$ cat src/design/eepq_ram.sv
// simple dual port ram, one write port and one registered read port
// depends on nothing
module eepq_ram #(
  parameter int unsigned Width = 8,
  parameter int unsigned Depth = 16,
  parameter int unsigned AddrW = 4
) (
  input  logic             clk_i,
  input  logic             we_i,
  input  logic [AddrW-1:0] waddr_i,
  input  logic [Width-1:0] wdata_i,
  input  logic             re_i,
  input  logic [AddrW-1:0] raddr_i,
  output logic [Width-1:0] rdata_o
);

  logic [Width-1:0] mem [Depth];
  logic [Width-1:0] rdata_q;

  always_ff @(posedge clk_i) begin
    if (we_i) begin
      mem[waddr_i] <= wdata_i;
    end
  end

  // read data holds while no read is issued
  always_ff @(posedge clk_i) begin
    if (re_i) begin
      rdata_q <= mem[raddr_i];
    end
  end

  assign rdata_o = rdata_q;

endmodule

$ cat config.mk
export PLATFORM = sky130hd
export DESIGN_NAME = eepq_ram
export DESIGN_NICKNAME = d
export VERILOG_FILES = /design/src/design/eepq_ram.sv
export SDC_FILE = /design/constraint.sdc
export NUM_CORES = 1
export LEC_CHECK = 0
export BUFFER_PORTS_ARGS = -buffer_cell sky130_fd_sc_hd__buf_2
export CAP_MARGIN = 5
export CORE_ASPECT_RATIO = 1.1
export CORE_MARGIN = 2
export CORE_UTILIZATION = 65
export DETAILED_ROUTE_END_ITERATION = 16
export PLACE_DENSITY = 0.83
export SETUP_SLACK_MARGIN = 0.4
export SYNTH_ARGS = -nofsm -noshare
export SYNTH_HDL_FRONTEND = slang
export SYNTH_SLANG_ARGS = --single-unit
$ cat constraint.sdc
create_clock -name clk_i -period 4.1 [get_ports clk_i]
set_clock_uncertainty 0.15 [all_clocks]
set_input_delay 0.82 -clock clk_i [delete_from_list [all_inputs] [get_ports clk_i]]
set_output_delay 0.82 -clock clk_i [all_outputs]
set_load 0.005 [all_outputs]
* Word level (Yosys, flattened, before mapping)
Memory sizes are Yosys's and may differ from the RTL's. A register that Yosys moved wholly into a read port is not among the register bits.
Index checks and enable logic that the tools add are counted.
W data, S select, Z words.
** Storage, ports and cells
- Register bits :: 0
- Bits in writable memories :: 128
- Logic and storage cells :: 3
- Memories :: 1
** Memory list
- mem :: words 16, bits a word 8, read ports 1, clocked after Yosys merged registers in 1, write ports 1, RTL line 17 : logic [Width-1:0] mem [Depth];
** Cells by class
- Multiplexer cells :: 2
** Operators with widths (count)
- $mux W1 :: 2

* Depth between registers and ports, before layout
- Word-level depth :: 2
- Mapped depth :: 5
- Gate-level depth less buffers :: 3

* Worst setup path before layout
OpenSTA, ideal clock, no wires.
- Path kind :: input to register
- Start :: input waddr_i[2]
- End :: memory mem[0][0] (enable)
- Library setup time :: 0.383 ns
- Arrival time :: 1.930 ns
- Path slack :: 1.637 ns
- Stages on the path :: 2
- Path buffers :: 0
- Cells stage by stage :: or3b_2 > nor3_1
** RTL lines
- from (decl) :: RTL line 10 : input logic [AddrW-1:0] waddr_i,
- to (decl) :: RTL line 17
Straight into the memory's write port.

==> flow_summary.toml <==
[run_status]
status = "complete, no violations"

[cts]
cts-resized-gates = 0
clock_transition_at_path_regs_ps = 60
clock_sink_count = 136
post-cts-setup-buffer-count = 0
cts_tree = "yes"
root_buffer = "clkbuf_8"
cts_hold_buf = 0
htreeDepth = 4
clockBufferDepth = 2
cts-buffers-inserted = 17
worstSkewPairLatency_ps = 510

[global_route]
first_pass_grt_wire_length_um = 15380
grt.overflow.total = 0
largest_net_degree_at_the_start_of_global_routing = 33
grt_util_all_layers = 0.2648
first_global_vias = 2569
antenna_found_initial = 0

[die]
floorplan.die.width_um = 89.51
design.portCount = 27
core.rowCount = 34
core-area_um2 = 7870
die-area_um2 = 8776
die_h_um = 98.06
start_util = 0.6642

[routing]
detail_route.wirelength_um = 10330
vias = 2491
drt_first_pass_iters = 4
viasPerCell = 6.420
drc = 0
route.detailed.wl_per_inst_um = 26.63
detailedRoute.firstIterationViolations = 336
detail-route-antenna-nets = 0

[worst_setup_path]
rr_startpoint = "mem[11][7]"
critPathRequiredTime_ps = 4200
crit_fanout = 22
timing.setup.critical_path_class = "input pin to register"
worstPathArrival_ps = 2550
crit_path_end_kind = "register"
worst_setup_path_start_kind = "input pin"
worstSetupStartpoint = "raddr_i[0]"

[sta]
period_minus_slack_ps = 2444
maxSlewHeadroom = 0.2722
worst-slew-pin-transition_ps = 1088
setup-tns-final_ps = 0
timing.final.max_slew_violations = 0
number_of_hold_violations_in_the_final_report = 0
final.period_utilization = 0.5961
setup_viol = 0
max_freq_mhz = 409.2
rsz0062_at_grt = "false"
fin_hold_ws_ps = 510.3

[min_path]
timing.hold.worst.start = "re_i"
worstHoldPathType = "input pin to register"

[synthesis]
post_synth_inst_count = 229
synth_top_area_frac = 0.7812
synth.cell_area_um2 = 5228
syn_nets = 248
yosysUniqueCellTypes = 18
synth.ff_latch_count = 136
netlist.top_cell.by_area = "edfxtp_1"
synth_sequential_area_ratio = 0.7812
synth-warning-count = 0
post_synth_main_area_contributors = "edfxtp_1 78%, mux4_2 7.8%, mux4_1 7.0%"
synthesis.area_per_instance_um2 = 22.83

[power]
power_per_cell_area_nw_per_um2 = 540.3
leakage_nw = 2.033
report.power.total_w = 0.003278
power.ir.vdd_worst_v = 0.0003931

[placement]
dp.final_hpwl_um = 5903
io_buffer_count = 26
placedInstanceArea_um2 = 5446
gp_congestion = 0.7442

[finish]
filler_cell_count = 410
fin_util = 0.7709
share_of_final_layout_standard_cells_stronger_than_drive_strength_1 = 0.2893
stdcell_area_um2 = 6067
signed_area_change_from_the_synthesized_netlist_to_the_final_layout_pct = 16.06
regArea_um2 = 4084
antennaDiodeCount = 0
finalNetCount = 287
multi_input_comb_area_um2 = 1067

[job]
drv.max_cap_violation_count = 0
cell type report:
| cell class | count | share of cell area |
|---|---|---|
| flip-flops and latches | 136 | 0.6731 |
| multi-input cells | 83 | 0.1759 |
| repair buffers | 30 | 0.02640 |
| well taps | 108 | 0.02227 |
| clock buffers | 17 | 0.06826 |
| clock inverters | 14 | 0.03403 |
flip-flops by register name (all words and copies together) (netlist names):
| name | flops |
|---|---|
| mem | 128 |
| rdata_o | 8 |
per-stage QoR:
stage / setup slack, ps / std cells
global route: 1545 / 388
floorplan: 1637 / 229
global placement: 1135 / 357
finish: 1656 / 388
detailed placement: 1091 / 357
CTS: 1632 / 388
final timing paths:
check | to | slack, ps | depth (start not counted)
max | rdata_o[4] | 1660 | 5
min | rdata_o[0] | 510 | 1
max reg2reg | rdata_o[7] | 2410 | 3
min reg2reg | rdata_o[5] | 610 | 3
metal layers:
metal / track usage / routed length (um) / up-vias
met2: 0.4046 / 5480 / 128
met1: 0.3660 / 3824 / 1287
met4: 0.1160 / 141 / 0
met3: 0.07016 / 886 / 11
li1: - / - / 1065
met5: 0 / 0 / -
power breakdown:
group | total [W] | internal [W] | switching [W] | leakage [nW]
logic | 0.000138 | 0.0000556 | 0.0000820 | 0.496
registers | 0.00158 | 0.00157 | 0.00000908 | 1.24
clock network | 0.00156 | 0.00104 | 0.000526 | 0.301
total | 0.00328 | 0.00266 | 0.000617 | 2.03
synthesized netlist by cell type (all sizes together):
library cell,count
clkdlybuf4s25,3
a22oi,16
nor3,4
nand2,9
nand2b,2
nor2,13
and2b,1
nand3b,2
or3b,1
nor2b,1
edfxtp,136
buf,7
and2,1
nand3,1
mux4,32
kinds of logic (layout without fill, tap and decap cells):
group,count (synthesis),count (layout),synth area share
DFF,136,136,0.7812
and+or+nand+nor,35,35,0.03136
muxes,32,32,0.1479
AOI/OAI and AO/OA,16,16,0.02298
buffers and inverters,10,61,0.01651
cells in the final DEF, fill, tap and decap left out:
| cell type | synthesis | routed |
|---|---|---|
| and2_1 | 1 | 1 |
| bufinv_16 | 0 | 5 |
| nor2_1 | 13 | 13 |
| buf_4 | 1 | 4 |
| clkinv_2 | 0 | 4 |
| clkbuf_16 | 0 | 16 |
| clkinv_1 | 0 | 1 |
| mux4_1 | 14 | 14 |
| nand2_1 | 9 | 9 |
| edfxtp_1 | 136 | 136 |
| clkbuf_8 | 0 | 1 |
| nand2b_1 | 2 | 2 |
| nand3b_1 | 2 | 2 |
| clkinv_4 | 0 | 2 |
| nor2b_1 | 1 | 1 |
| buf_2 | 3 | 26 |
| clkinvlp_4 | 0 | 2 |
| or3b_2 | 1 | 1 |
| nand3_1 | 1 | 1 |
| nor3_1 | 4 | 2 |
| and2b_1 | 1 | 1 |
| mux4_2 | 18 | 18 |
| a22oi_1 | 16 | 16 |
| nor3_2 | 0 | 2 |
critical path: stages:
cell,delay (ps)
buf_2,550
buf_4,310
mux4_1,570
a22oi_1,200
nand2_1,90
Power figures use the tool's default switching activity.
